===== config.mk =====
export PLATFORM = sky130hd
export DESIGN_NAME = clock_replacement_cache_core
export DESIGN_NICKNAME = d
export VERILOG_FILES = /design/src/design/ccr_pkg.sv /design/src/design/ccr_fifo.sv /design/src/design/ccr_front.sv /design/src/design/ccr_back.sv /design/src/design/clock_replacement_cache_core.sv
export VERILOG_INCLUDE_DIRS = /design/src /design/src/design
export SDC_FILE = /design/constraint.sdc
export NUM_CORES = 1
export LEC_CHECK = 0
export BUFFER_PORTS_ARGS = -buffer_cell sky130_fd_sc_hd__clkbuf_2
export CORE_UTILIZATION = 34
export CTS_CLUSTER_SIZE = 25
export DETAILED_ROUTE_END_ITERATION = 10
export GPL_ROUTABILITY_DRIVEN = 0
export PLACE_DENSITY = 0.59
export SYNTH_ARGS = -nofsm -noshare
export SYNTH_HDL_FRONTEND = slang
export SYNTH_SLANG_ARGS = --single-unit

===== constraint.sdc =====
create_clock -name clk -period 6.7 [get_ports clk]
set_input_delay 0.335 -clock clk [delete_from_list [all_inputs] [get_ports clk]]
set_output_delay 0.335 -clock clk [all_outputs]
set_load 0.02 [all_outputs]

===== src/design/clock_replacement_cache_core_defines.svh =====
// ============================================================================
// clock replacement cache core assertion macros
// concurrent property helpers used by the asserting top-level core
// ============================================================================
`ifndef CLOCK_REPLACEMENT_CACHE_CORE_DEFINES_SVH
`define CLOCK_REPLACEMENT_CACHE_CORE_DEFINES_SVH

// same-cycle implication, checked on clk outside reset
`define CCR_ASSERT_IMP(lbl, ante, cons) \
    lbl: assert property (@(posedge clk) disable iff (!rst_n) (ante) |-> (cons)) \
        else $error("ccr same-cycle check failed");

// next-cycle implication, checked on clk outside reset
`define CCR_ASSERT_NXT(lbl, ante, cons) \
    lbl: assert property (@(posedge clk) disable iff (!rst_n) (ante) |=> (cons)) \
        else $error("ccr next-cycle check failed");

`endif


===== src/design/ccr_pkg.sv =====
// ============================================================================
// ccr_pkg
// shared types, codes and constants of the clock replacement cache
// ============================================================================
`default_nettype none

package ccr_pkg;

    localparam int KEY_W       = 32;
    localparam int REQ_W       = 2;
    localparam int SLOT_W      = 4;
    localparam int CFG_W       = 5;
    localparam int ENTRIES_DEF = 16;
    localparam int QUEUE_DEPTH = 2;

    localparam logic [CFG_W-1:0] CAP_RESET = CFG_W'(16);

    // request codes on the input
    localparam logic [REQ_W-1:0] REQ_GET = 2'd0;
    localparam logic [REQ_W-1:0] REQ_PUT = 2'd1;
    localparam logic [REQ_W-1:0] REQ_AGE = 2'd2;
    localparam logic [REQ_W-1:0] REQ_NOP = 2'd3;

    typedef enum logic [1:0] {
        OP_GET,
        OP_PUT,
        OP_AGE,
        OP_NOP
    } op_t;

    typedef enum logic [2:0] {
        BK_IDLE,
        BK_SEARCH,
        BK_SWEEP,
        BK_EVICT,
        BK_DONE
    } back_state_t;

    typedef struct packed {
        logic [REQ_W-1:0] req_type;
        logic [KEY_W-1:0] key;
    } in_item_t;

    typedef struct packed {
        logic              hit;
        logic [SLOT_W-1:0] slot;
        logic              evicted_valid;
        logic [KEY_W-1:0]  evicted_key;
    } out_item_t;

    typedef struct packed {
        op_t              op;
        logic [KEY_W-1:0] key;
    } cmd_t;

endpackage

`default_nettype wire


===== src/design/ccr_fifo.sv =====
// ============================================================================
// ccr_fifo
// small synchronous queue with full and empty flags
// ============================================================================
`default_nettype none

module ccr_fifo
    import ccr_pkg::*;
#(
    parameter int DEPTH = QUEUE_DEPTH,
    parameter int WIDTH = 1
)
(
    input  wire logic             clk,
    input  wire logic             rst_n,
    input  wire logic             wr_en,
    input  wire logic [WIDTH-1:0] wr_data,
    output logic                  full,
    input  wire logic             rd_en,
    output logic      [WIDTH-1:0] rd_data,
    output logic                  empty
);

    localparam int PTR_W = (DEPTH > 1) ? $clog2(DEPTH) : 1;
    localparam int CNT_W = $clog2(DEPTH + 1);

    logic [WIDTH-1:0] store [DEPTH];
    logic [PTR_W-1:0] wr_ptr_reg, wr_ptr_next;
    logic [PTR_W-1:0] rd_ptr_reg, rd_ptr_next;
    logic [CNT_W-1:0] count_reg, count_next;
    logic             do_wr, do_rd;

    assign full    = (count_reg == CNT_W'(DEPTH));
    assign empty   = (count_reg == '0);
    assign do_wr   = wr_en && !full;
    assign do_rd   = rd_en && !empty;
    assign rd_data = store[rd_ptr_reg];

    always_comb
    begin
        wr_ptr_next = wr_ptr_reg;
        rd_ptr_next = rd_ptr_reg;
        count_next  = count_reg;
        if (do_wr)
        begin
            wr_ptr_next = (wr_ptr_reg == PTR_W'(DEPTH - 1)) ? '0 : wr_ptr_reg + PTR_W'(1);
        end
        if (do_rd)
        begin
            rd_ptr_next = (rd_ptr_reg == PTR_W'(DEPTH - 1)) ? '0 : rd_ptr_reg + PTR_W'(1);
        end
        if (do_wr && !do_rd)
        begin
            count_next = count_reg + CNT_W'(1);
        end
        else if (do_rd && !do_wr)
        begin
            count_next = count_reg - CNT_W'(1);
        end
    end

    always_ff @(posedge clk or negedge rst_n)
    begin
        if (!rst_n)
        begin
            wr_ptr_reg <= '0;
            rd_ptr_reg <= '0;
            count_reg  <= '0;
        end
        else
        begin
            wr_ptr_reg <= wr_ptr_next;
            rd_ptr_reg <= rd_ptr_next;
            count_reg  <= count_next;
        end
    end

    always_ff @(posedge clk)
    begin
        if (do_wr)
        begin
            store[wr_ptr_reg] <= wr_data;
        end
    end

endmodule

`default_nettype wire


===== src/design/ccr_front.sv =====
// ============================================================================
// ccr_front
// takes requests, decodes the request code and queues commands for the back
// ============================================================================
`default_nettype none

module ccr_front
    import ccr_pkg::*;
(
    input  wire logic     clk,
    input  wire logic     rst_n,
    input  wire logic     push,
    output logic          full,
    input  wire in_item_t in_item,
    input  wire logic     cmd_pop,
    output cmd_t          cmd,
    output logic          cmd_empty
);

    cmd_t                 cmd_in;
    logic [$bits(cmd_t)-1:0] cmd_q;

    always_comb
    begin
        cmd_in.key = in_item.key;
        unique case (in_item.req_type)
            REQ_GET: cmd_in.op = OP_GET;
            REQ_PUT: cmd_in.op = OP_PUT;
            REQ_AGE: cmd_in.op = OP_AGE;
            REQ_NOP: cmd_in.op = OP_NOP;
        endcase
    end

    ccr_fifo #(
        .DEPTH (QUEUE_DEPTH),
        .WIDTH ($bits(cmd_t))
    ) u_cmd_fifo (
        .clk     (clk),
        .rst_n   (rst_n),
        .wr_en   (push),
        .wr_data (cmd_in),
        .full    (full),
        .rd_en   (cmd_pop),
        .rd_data (cmd_q),
        .empty   (cmd_empty)
    );

    assign cmd = cmd_t'(cmd_q);

endmodule

`default_nettype wire


===== src/design/ccr_back.sv =====
// ============================================================================
// ccr_back
// key memory, reference bits and clock hand; runs one command at a time
// ============================================================================
`default_nettype none

module ccr_back
    import ccr_pkg::*;
#(
    parameter  int ENTRIES = ENTRIES_DEF,
    localparam int IDX_W   = (ENTRIES > 1) ? $clog2(ENTRIES) : 1,
    localparam int CNT_W   = $clog2(ENTRIES + 1)
)
(
    input  wire logic             clk,
    input  wire logic             rst_n,
    input  wire logic [CNT_W-1:0] cap,
    input  wire cmd_t             cmd,
    input  wire logic             cmd_empty,
    output logic                  cmd_pop,
    input  wire logic             res_full,
    output logic                  res_push,
    output out_item_t             res
);

    back_state_t      state_reg, state_next;
    op_t              op_reg, op_next;
    logic [KEY_W-1:0] key_reg, key_next;
    logic [CNT_W-1:0] idx_reg, idx_next;
    logic             cmp_vld_reg, cmp_vld_next;
    logic [IDX_W-1:0] cmp_idx_reg, cmp_idx_next;
    logic [IDX_W-1:0] hand_reg, hand_next;
    logic [CNT_W-1:0] fill_reg, fill_next;
    logic [ENTRIES-1:0] ref_reg, ref_next;
    out_item_t        res_reg, res_next;
    logic [KEY_W-1:0] rd_data_reg;

    logic [KEY_W-1:0] key_mem [ENTRIES];

    logic             issue, match, scan_done, room;
    logic [CNT_W-1:0] hand_ext;
    logic [IDX_W-1:0] hand_start, hand_inc;
    logic             sweep_ref;
    logic [IDX_W-1:0] rd_addr, mem_waddr;
    logic             mem_we;

    // one memory read per cycle: search pointer while scanning, else the hand
    assign issue     = (state_reg == BK_SEARCH) && (idx_reg < fill_reg);
    assign match     = cmp_vld_reg && (rd_data_reg == key_reg);
    assign scan_done = !cmp_vld_reg && !issue;
    assign room      = (fill_reg < cap);
    assign hand_ext  = CNT_W'(hand_reg);
    assign hand_start = (hand_ext < cap) ? hand_reg : '0;
    assign hand_inc  = ((hand_ext + CNT_W'(1)) >= cap) ? '0 : hand_reg + IDX_W'(1);
    assign sweep_ref = ref_reg[hand_reg];
    assign rd_addr   = issue ? idx_reg[IDX_W-1:0] : hand_reg;

    assign res      = res_reg;
    assign cmd_pop  = (state_reg == BK_IDLE) && !cmd_empty;
    assign res_push = (state_reg == BK_DONE) && !res_full;

    always_comb
    begin
        state_next = state_reg;
        unique case (state_reg)
            BK_IDLE:
            begin
                if (!cmd_empty)
                begin
                    state_next = (cmd.op == OP_GET || cmd.op == OP_PUT) ? BK_SEARCH : BK_DONE;
                end
            end
            BK_SEARCH:
            begin
                if (match)
                begin
                    state_next = BK_DONE;
                end
                else if (scan_done)
                begin
                    state_next = (op_reg == OP_PUT && !room) ? BK_SWEEP : BK_DONE;
                end
            end
            BK_SWEEP:
            begin
                if (!sweep_ref)
                begin
                    state_next = BK_EVICT;
                end
            end
            BK_EVICT:
            begin
                state_next = BK_DONE;
            end
            BK_DONE:
            begin
                if (!res_full)
                begin
                    state_next = BK_IDLE;
                end
            end
            default:
            begin
                state_next = BK_IDLE;
            end
        endcase
    end

    always_comb
    begin
        op_next      = op_reg;
        key_next     = key_reg;
        idx_next     = idx_reg;
        cmp_vld_next = 1'b0;
        cmp_idx_next = cmp_idx_reg;
        hand_next    = hand_reg;
        fill_next    = fill_reg;
        ref_next     = ref_reg;
        res_next     = res_reg;
        mem_we       = 1'b0;
        mem_waddr    = cmp_idx_reg;
        unique case (state_reg)
            BK_IDLE:
            begin
                if (!cmd_empty)
                begin
                    op_next  = cmd.op;
                    key_next = cmd.key;
                    idx_next = '0;
                    res_next = '0;
                    if (cmd.op == OP_AGE)
                    begin
                        ref_next = '0;
                    end
                end
            end
            BK_SEARCH:
            begin
                if (issue)
                begin
                    idx_next     = idx_reg + CNT_W'(1);
                    cmp_vld_next = 1'b1;
                    cmp_idx_next = idx_reg[IDX_W-1:0];
                end
                if (match)
                begin
                    ref_next[cmp_idx_reg] = 1'b1;
                    res_next.hit          = 1'b1;
                    res_next.slot         = SLOT_W'(cmp_idx_reg);
                end
                else if (scan_done && op_reg == OP_PUT)
                begin
                    if (room)
                    begin
                        // free slot left: append at the fill point
                        mem_we    = 1'b1;
                        mem_waddr = fill_reg[IDX_W-1:0];
                        ref_next[fill_reg[IDX_W-1:0]] = 1'b1;
                        fill_next = fill_reg + CNT_W'(1);
                        res_next.slot = SLOT_W'(fill_reg[IDX_W-1:0]);
                    end
                    else
                    begin
                        hand_next = hand_start;
                    end
                end
            end
            BK_SWEEP:
            begin
                hand_next = hand_inc;
                if (sweep_ref)
                begin
                    ref_next[hand_reg] = 1'b0;
                end
                else
                begin
                    cmp_idx_next = hand_reg;
                end
            end
            BK_EVICT:
            begin
                mem_we                 = 1'b1;
                ref_next[cmp_idx_reg]  = 1'b1;
                res_next.slot          = SLOT_W'(cmp_idx_reg);
                res_next.evicted_valid = 1'b1;
                res_next.evicted_key   = rd_data_reg;
            end
            BK_DONE:
            begin
            end
            default:
            begin
            end
        endcase
    end

    always_ff @(posedge clk or negedge rst_n)
    begin
        if (!rst_n)
        begin
            state_reg   <= BK_IDLE;
            cmp_vld_reg <= 1'b0;
            hand_reg    <= '0;
            fill_reg    <= '0;
            ref_reg     <= '0;
        end
        else
        begin
            state_reg   <= state_next;
            cmp_vld_reg <= cmp_vld_next;
            hand_reg    <= hand_next;
            fill_reg    <= fill_next;
            ref_reg     <= ref_next;
        end
    end

    always_ff @(posedge clk)
    begin
        op_reg      <= op_next;
        key_reg     <= key_next;
        idx_reg     <= idx_next;
        cmp_idx_reg <= cmp_idx_next;
        res_reg     <= res_next;
    end

    always_ff @(posedge clk)
    begin
        if (mem_we)
        begin
            key_mem[mem_waddr] <= key_reg;
        end
        rd_data_reg <= key_mem[rd_addr];
    end

endmodule

`default_nettype wire


===== src/design/clock_replacement_cache_core.sv =====
// path: a request passes the command queue, a scan of the filled entries and the result
//   queue; a put miss with no free slot adds a sweep and an eviction before the result
// throughput: the back runs one request at a time while the command queue holds later ones;
//   lookups are set by the single read port of the key memory, scanned one entry a cycle
// reset: asynchronous, clears queues, reference bits, fill count, hand, capacity to 16;
//   key memory is not cleared and needs no clearing pass
// ============================================================================
// clock_replacement_cache_core
// key store with clock (second-chance) replacement behind queue-style ports
// ============================================================================
`default_nettype none
`include "clock_replacement_cache_core_defines.svh"

module clock_replacement_cache_core
    import ccr_pkg::*;
#(
    parameter int ENTRIES = ENTRIES_DEF
)
(
    input  wire logic             clk,
    input  wire logic             rst_n,
    // request side
    input  wire logic             push,
    output logic                  full,
    input  wire in_item_t         in_item,
    // result side
    output logic                  empty,
    input  wire logic             pop,
    output out_item_t             out_item,
    // capacity register
    input  wire logic             cfg_we,
    input  wire logic [CFG_W-1:0] cfg_wdata
);

    localparam int CNT_W = $clog2(ENTRIES + 1);
    localparam int CMP_W = (CNT_W > CFG_W) ? CNT_W : CFG_W;

    // capacity register: the user writes it only while the block is idle; the block does not enforce this
    logic [CFG_W-1:0] cfg_reg;
    logic [CNT_W-1:0] cap;

    // front to back command transfer
    cmd_t             cmd;
    logic             cmd_empty;
    logic             cmd_pop;

    // back to result queue transfer
    out_item_t        res;
    logic             res_push;
    logic             res_full;
    logic [$bits(out_item_t)-1:0] res_q;

    always_ff @(posedge clk or negedge rst_n)
    begin
        if (!rst_n)
        begin
            cfg_reg <= CAP_RESET;
        end
        else if (cfg_we)
        begin
            cfg_reg <= cfg_wdata;
        end
    end

    // zero acts as one, anything past the entry count is clamped
    always_comb
    begin
        priority if (cfg_reg == '0)
        begin
            cap = CNT_W'(1);
        end
        else if (CMP_W'(cfg_reg) > CMP_W'(ENTRIES))
        begin
            cap = CNT_W'(ENTRIES);
        end
        else
        begin
            cap = CNT_W'(cfg_reg);
        end
    end

    // front: decode and queue each request
    ccr_front u_front (
        .clk       (clk),
        .rst_n     (rst_n),
        .push      (push),
        .full      (full),
        .in_item   (in_item),
        .cmd_pop   (cmd_pop),
        .cmd       (cmd),
        .cmd_empty (cmd_empty)
    );

    // back: lookup scan, fill, sweep and evict
    ccr_back #(
        .ENTRIES (ENTRIES)
    ) u_back (
        .clk       (clk),
        .rst_n     (rst_n),
        .cap       (cap),
        .cmd       (cmd),
        .cmd_empty (cmd_empty),
        .cmd_pop   (cmd_pop),
        .res_full  (res_full),
        .res_push  (res_push),
        .res       (res)
    );

    // result queue lets the back finish while the consumer stalls
    ccr_fifo #(
        .DEPTH (QUEUE_DEPTH),
        .WIDTH ($bits(out_item_t))
    ) u_res_fifo (
        .clk     (clk),
        .rst_n   (rst_n),
        .wr_en   (res_push),
        .wr_data (res),
        .full    (res_full),
        .rd_en   (pop),
        .rd_data (res_q),
        .empty   (empty)
    );

    assign out_item = out_item_t'(res_q);

    // a result never reports both a hit and an eviction
    `CCR_ASSERT_IMP(a_hit_evict_excl, res_push, !(res.hit && res.evicted_valid))
    // an evicted slot always lies inside the current capacity
    `CCR_ASSERT_IMP(a_evict_in_cap, res_push && res.evicted_valid, res.slot < cap)
    // the back takes one command at a time
    `CCR_ASSERT_NXT(a_one_in_flight, cmd_pop, !cmd_pop)
    // each command yields exactly one result before the next is taken
    `CCR_ASSERT_NXT(a_one_result, res_push, !res_push)

endmodule

`default_nettype wire


==> results of run 1 <==
[through the flow]
| stage | hold WS (ns) | cell area [um^2] | total power [mW] |
|---|---|---|---|
| 2_1_floorplan | 0.03941 | 34820 | 10.32 |
| 3_3_place_gp | 0.4288 | 36940 | 12.07 |
| 3_5_place_dp | 0.4329 | 36940 | 12.18 |
| 4_1_cts | 0.008441 | 40270 | 17.03 |
| 5_1_grt | 0.02497 | 40270 | 17.64 |
| 6_report | 0.03314 | 40270 | 16.94 |
[power by group through the flow]
stage	clock, mW	combinational, mW	sequential [mW]
final	4.82	4.66	7.46
after global placement	0	4.53	7.54
after detailed placement	0	4.61	7.56
after global routing	5.11	4.99	7.54
after floorplan	0	2.90	7.42
after CTS	4.92	4.65	7.46
[how the worst min path moves through the flow]
stage	endpoint	slack (ns)	cells past startpoint
after global placement	u_res_fifo.store[0][34]$_DFFE_PP_	0.43	0
final	u_res_fifo.rd_ptr_reg$_DFFE_PN0P_	0.03	3
after detailed placement	u_res_fifo.store[0][32]$_DFFE_PP_	0.43	0
after global routing	u_res_fifo.rd_ptr_reg$_DFFE_PN0P_	0.02	3
after floorplan	cfg_reg[0]$_DFFE_PN0P_	0.04	0
after CTS	cfg_reg[0]$_DFFE_PN0P_	0.008	2
[logic make-up (layout without fill, tap and decap cells)]
group	after synthesis	count (layout)	synth area share, %
fa+ha+maj	28	28	1.006
xor+xnor	50	50	1.258
mux	351	351	10.56
flops	811	811	68.42
simple gates	627	627	9.605
buf+inv	185	375	2.530
other cells	0	1	0
compound gates	328	328	6.616
[area by class of cell]
cell class,instances,area (um^2)
diodes,1,2.502
repair buffers,194,1379
flip-flops and latches,811,23830
multi-input cells,1384,10370
inverters,18,72.57
clock inverters,60,605.6
fillers,9304,61320
well taps,1368,1712
clock buffers,103,2298
[layer usage]
metal  global-route usage, %  up-vias
li1                        -     9423
met1                   23.81    10560
met2                   25.54      818
met3                   2.999      121
met4                   3.894        0
met5                       0        -
[repair_timing]
| action | 4_1_cts | 5_1_grt |
|---|---|---|
| hold endpoints to repair | 114 | 0 |
| gates resized for setup | 0 | 0 |
| hold buffers | 42 | 0 |
[synth_stat cells, drive strengths merged, types with 32 or more instances]
library cell	n
mux2	81
clkbuf	105
o2111ai	33
dfrtp	41
edfxtp	737
nor2	46
nor3b	96
nand2	233
mux2i	266
and3	131
xor2	35
buf	62
o22ai	66
o31ai	98
or3	39
dfxtp	32
o21ai	40
[worst max-delay path, delay by kind of cell, from the launching register on]
kind	cells	cell delay [ns]
buf+inv	2	0.94
mux	1	0.75
compound gates	3	0.88
flops	1	1.06
simple gates	2	0.72
==> impl_metrics.py, run 1 <==
metrics = {
    "outcome": {
        "status": "completed",
    },
    "yosys": {
        "syn_area_um2": 34820,
        "syn_inst": 2380,
        "yosysTopAreaCell": "edfxtp_1",
        "yosysTopAreaCellShare_pct": 63.56,
        "yosysSeqAreaShare_pct": 68.42,
        "avgSynthCellArea_um2": 14.63,
        "synth_nets": 2452,
        "async_reset_ff_share_pct": 5.179,
        "ys_warn_count": 0,
        "synth_area_leaders": "edfxtp_1 64%, mux2i_1 7.6%, dfrtp_1 2.9%",
        "synth_edf_count": 737,
        "ys_types": 69,
        "synth_ff_type": "edfxtp_1",
        "ys_seq_elements": 811,
    },
    "critical_path": {
        "slowest_stage": "dfrtp_1",
        "path_max_fanout": 195,
        "cpPeakStageDelay_ns": 1.06,
        "path_class": "reg2reg",
        "path_cells": "inv_2, nand2_4, a211o_4, buf_12, mux2_2, o31ai_1, o2111ai_1, or3_1",
        "critical_path.endpoint_type": "flop",
        "setup.worst_path.end": "u_back.rd_data_reg[22]$_DFF_P_",
        "startpoint_type": "flop",
        "rr_endpoint": "u_back.rd_data_reg[22]$_DFF_P_",
        "cp.arrival_ns": 5.05,
        "setup.worst_path.start": "u_back.state_reg[1]$_DFFE_PN0P_",
        "cp.required_ns": 7.23,
        "regToRegStartpoint": "u_back.state_reg[1]$_DFFE_PN0P_",
        "r2r_cells": 8,
        "r2r_setup_slack_ns": 2.18,
    },
    "detailed_routing": {
        "routed_via_density": 5.311,
        "met3_length_mm": 6.763,
        "met2WireLength_mm": 39.09,
        "drc": 0,
        "top_layer": "met4",
        "drt-initial-drc-count": 2170,
        "met1Wirelength_mm": 39.02,
        "final_antenna_net_count": 0,
        "wire_per_inst_um": 21.94,
        "wirelength_mm": 86.41,
        "via_count": 20920,
        "drt_pass1_iterations": 8,
    },
    "pwr": {
        "vdd_drop_max_uv": 251.3,
        "power.density_nw_per_um2": 420.6,
        "swShare_pct": 33.91,
        "p_comb_share_pct": 27.5,
        "p_int_mw": 11.19,
        "clkPwrFrac_pct": 28.4,
        "p_sw_mw": 5.742,
        "pwr-share-seq_pct": 44.1,
        "leakage_nw": 14.47,
    },
    "final_layout": {
        "layout_commonest_cell": "edfxtp_1",
        "layout.nets": 2568,
        "reg_top3": "u_back.key_mem x512, u_res_fifo.store x76, u_front.u_cmd_fifo.store x68",
        "top_register": "u_back.key_mem",
        "drive_above_1_share_pct": 15.99,
        "layout_common_cells": "737 x edfxtp_1, 262 x mux2i_1, 232 x nand2_1, 130 x and3_1, 98 x o31ai_1",
        "largest_reg_flops": 512,
        "finalCoreUtilization_pct": 39.64,
        "area_growth_syn_to_layout_pct": 15.66,
        "stdcell_count": 3939,
    },
    "sta": {
        "setup_viol": 0,
        "setup_ws_ns": 2.182,
        "period_share_pct": 67.44,
        "tightest_slew_ns": 1.156,
        "maxSlewViolCount": 0,
        "finalSetupTns_ns": 0,
        "hold_viol_final": 0,
        "relSlewSlack_pct": 22.95,
        "fmax_mhz": 221.3,
        "fin_crit_ns": 4.518,
        "fin_skew_ns": 0.02895,
        "rsz0062_at_grt": "no",
    },
    "die": {
        "die_h_um": 322.0,
        "core_area_um2": 101600,
        "dieArea_um2": 103700,
        "rows": 117,
        "dieWidth_um": 322.0,
        "io_pins": 84,
        "start_util_pct": 34.27,
    },
    "clock_tree": {
        "cts-buffers-inserted": 87,
        "cts_root_buf": "clkbuf_16",
        "cts.path.max_buffers": 3,
        "clk_latency_ns": 0.65,
        "cts_max_level": 3,
        "clock-sinks": 811,
        "cts_tree": "yes",
        "post_cts_buffers": 0,
        "cts.clk_slew.worst_paths_ns": 0.06,
    },
    "global_routing": {
        "grt_max_degree": 196,
        "grt_pass1_wl_mm": 129.5,
        "grt_pass1_vias": 20480,
        "grt.total_usage_pct": 16.46,
        "antenna_found_initial": 5,
        "grt_overflow": 0,
    },
    "placement": {
        "dp_slack_ns": 2.186,
        "placedCellCount": 3733,
        "numPortBuffers": 83,
        "dp.final_hpwl_mm": 52.09,
    },
    "worst_hold_path": {
        "holdCritPathClass": "in2reg",
        "min_from": "pop",
    },
    "job": {
        "maxCapViolCount": 0,
    },
}
Power figures use the tool's default switching activity.
==> run 2, diff against run 1 <==
- ABC_AREA: not set -> 1
- clock period: 6.7 -> 4.6 ns (I/O delays scaled with it)
==> impl_metrics.py, run 2 <==
metrics = {
    "yosys": {
        "ys_seq_elements": 811,
        "synth_edf_count": 737,
        "yosysSeqAreaShare_pct": 67.01,
        "yosysTopAreaCellShare_pct": 62.25,
        "yosysTopAreaCell": "edfxtp_1",
        "synth_nets": 3610,
        "ys_types": 42,
        "async_reset_ff_share_pct": 5.179,
        "yosysMostFrequentCell": "nand2_1",
        "avgSynthCellArea_um2": 10.05,
        "ys_warn_count": 0,
        "syn_area_um2": 35550,
        "synth_common_cells": "1050 x nand2_1, 737 x edfxtp_1, 662 x inv_1, 550 x nand3_1, 120 x nor2_1",
        "syn_inst": 3538,
        "synth_area_leaders": "edfxtp_1 62%, nand2_1 11%, nand3_1 7.7%",
        "synth_ff_type": "edfxtp_1",
    },
    "sta": {
        "fin_crit_ns": 3.803,
        "relSlewSlack_pct": 23.24,
        "rsz0062_at_grt": "no",
        "tightest_slew_ns": 1.151,
        "hold_viol_final": 0,
        "maxSlewViolCount": 0,
        "setup_viol": 0,
        "period_share_pct": 82.67,
        "fmax_mhz": 263.0,
        "fin_skew_ns": 0.01899,
        "finalSetupTns_ns": 0,
    },
    "pwr": {
        "p_comb_share_pct": 28.5,
        "p_int_mw": 16.00,
        "pwr-share-seq_pct": 44.4,
        "swShare_pct": 36.75,
        "clkPwrFrac_pct": 27.1,
        "power.density_nw_per_um2": 611.7,
        "finalPower_mw": 25.29,
        "p_sw_mw": 9.295,
        "leakage_nw": 17.79,
        "vdd_drop_max_uv": 374.0,
    },
    "placement": {
        "numPortBuffers": 83,
        "placedCellCount": 4937,
        "dp.final_hpwl_mm": 57.89,
    },
    "clock_tree": {
        "clock-sinks": 811,
        "cts_tree": "yes",
        "cts-buffers-inserted": 86,
        "cts.path.max_buffers": 3,
        "post_cts_buffers": 0,
        "cts_root_buf": "clkbuf_16",
        "cts.clk_slew.worst_paths_ns": 0.06,
        "cts_max_level": 3,
        "clk_latency_ns": 0.64,
    },
    "outcome": {
        "status": "completed",
    },
    "final_layout": {
        "top_register": "u_back.key_mem",
        "area_growth_syn_to_layout_pct": 16.30,
        "layout.nets": 3765,
        "largest_reg_flops": 512,
        "fillers": 10010,
        "layout_common_cells": "1050 x nand2_1, 737 x edfxtp_1, 662 x inv_1, 550 x nand3_1, 100 x nor2_1",
        "layout_commonest_cell": "nand2_1",
        "stdcell_count": 5149,
        "drive_above_1_share_pct": 9.158,
        "multi_input_area_um2": 8746,
        "reg_top3": "u_back.key_mem x512, u_res_fifo.store x76, u_front.u_cmd_fifo.store x68",
        "seq_area_um2": 23820,
    },
    "global_routing": {
        "antenna_found_initial": 1,
        "grt_pass1_vias": 23150,
        "grt.total_usage_pct": 17.93,
        "grt_pass1_wl_mm": 144.2,
        "grt_max_degree": 88,
        "grt_overflow": 0,
    },
    "die": {
        "core_area_um2": 103600,
        "io_pins": 84,
        "start_util_pct": 34.30,
        "dieArea_um2": 105900,
        "die_h_um": 325.4,
        "dieWidth_um": 325.4,
        "rows": 118,
    },
    "critical_path": {
        "rr_endpoint": "u_back.key_mem[12][20]$_DFFE_PP_",
        "path_max_fanout": 31,
        "startpoint_type": "flop",
        "path_class": "reg2reg",
        "critical_path.endpoint_type": "flop",
        "r2r_cells": 14,
        "regToRegStartpoint": "u_back.fill_reg[3]$_DFFE_PN0P_",
        "cp.required_ns": 4.86,
        "r2r_setup_slack_ns": 0.80,
        "cp.arrival_ns": 4.06,
    },
    "detailed_routing": {
        "drt-initial-drc-count": 2218,
        "drc": 0,
        "wire_per_inst_um": 18.41,
        "final_antenna_net_count": 0,
        "routed_via_density": 4.720,
        "drt_pass1_iterations": 6,
        "via_count": 24300,
        "wirelength_mm": 94.81,
    },
    "worst_hold_path": {
        "holdCritPathClass": "in2async",
    },
    "job": {
        "maxCapViolCount": 0,
    },
}
## run 2: cell types whose count changed after synthesis, sizes merged, moves of 33 or more
cell,delta
nor3b,-95
and3,-131
inv,+649
clkbuf,-56
o2111ai,-33
nor2,+77
mux2i,-266
mux2,-78
o22ai,-66
nand3,+542
buf,+33
o31ai,-98
or3,-39
nand2,+821
## run 2: how the worst max path moves through the flow
stage | cells past startpoint | to | slack [ns] | from
4_1_cts | 14 | u_back.key_mem[12][22]$_DFFE_PP_ | 0.83 | u_back.fill_reg[3]$_DFFE_PN0P_
2_1_floorplan | 13 | u_back.key_mem[10][0]$_DFFE_PP_ | 0.50 | u_back.fill_reg[2]$_DFFE_PN0P_
3_3_place_gp | 14 | u_back.key_mem[15][20]$_DFFE_PP_ | 0.95 | cfg_reg[4]$_DFFE_PN1P_
5_1_grt | 14 | u_back.key_mem[12][10]$_DFFE_PP_ | 0.52 | u_back.fill_reg[3]$_DFFE_PN0P_
6_report | 14 | u_back.key_mem[12][20]$_DFFE_PP_ | 0.80 | u_back.fill_reg[3]$_DFFE_PN0P_
3_5_place_dp | 14 | u_back.key_mem[12][10]$_DFFE_PP_ | 0.84 | u_back.fill_reg[3]$_DFFE_PN0P_
## run 2: repair_timing
item,CTS,global route
hold buffers,48,0
resized for setup,0,0
hold endpoints to repair,115,0
## run 2: area by class of cell
cell class | instances | area share, %
well taps | 1380 | 4.176
diodes | 2 | 0.01210
clock buffers | 106 | 5.535
flip-flops and latches | 811 | 57.62
inverters | 672 | 6.110
repair buffers | 211 | 4.164
clock inverters | 56 | 1.232
multi-input cells | 1911 | 21.15
## run 2: critical path, cell delays in order (launching register included)
cell	delay [ns]
dfrtp_1	0.52
clkinv_1	0.30
ha_1	0.36
nand2_1	0.09
inv_1	0.06
a21oi_2	0.20
nand3_4	0.15
nand3_2	0.19
inv_1	0.11
nand2_1	0.08
nand2_1	0.07
a21oi_1	0.26
nand3_1	0.32
nor2_4	0.17
buf_4	0.52
## run 2: power groups by stage
stage	Clock (mW)	Combinational, mW	Sequential [mW]
floorplan	0	4.44	10.9
global placement	0	7.15	11.3
detailed placement	0	7.20	11.4
CTS	6.97	7.26	11.2
global route	7.27	8.04	11.3
finish	6.84	7.22	11.2
## run 2: per-layer routing
metal | global-route usage [%] | vias to the layer above | share of wire [%]
met4 | 6.552 | 0 | 3.3
met3 | 3.573 | 150 | 8.2
li1 | - | 11730 | -
met1 | 24.59 | 11530 | 43
met2 | 28.10 | 893 | 45
met5 | 0 | - | 0
## run 2: logic make-up (layout without fill, tap and decap cells)
group	after synthesis	after routing	share of synthesized area, %
XOR/XNOR	21	21	0.5173
flip-flops	811	811	67.01
other	0	2	0
adder cells (fa/ha/maj)	28	28	0.9854
buffers and inverters	816	1045	9.016
multiplexers	3	3	0.09501
AO/OA/AOI/OAI	108	108	1.668
AND/OR/NAND/NOR	1751	1751	20.71
## run 2: metrics by stage
step / hold WS [ns] / instance area (um^2) / setup WS [ns] / utilization [%]
finish: 0.2223 / 41350 / 0.7970 / 39.89
global route: 0.2590 / 41340 / 0.5222 / 39.89
CTS: 0.2028 / 41340 / 0.8333 / 39.89
detailed placement: 0.3575 / 38060 / 0.8351 / 36.73
global placement: 0.3576 / 38060 / 0.9534 / 36.73
floorplan: -0.06559 / 35550 / 0.4975 / -
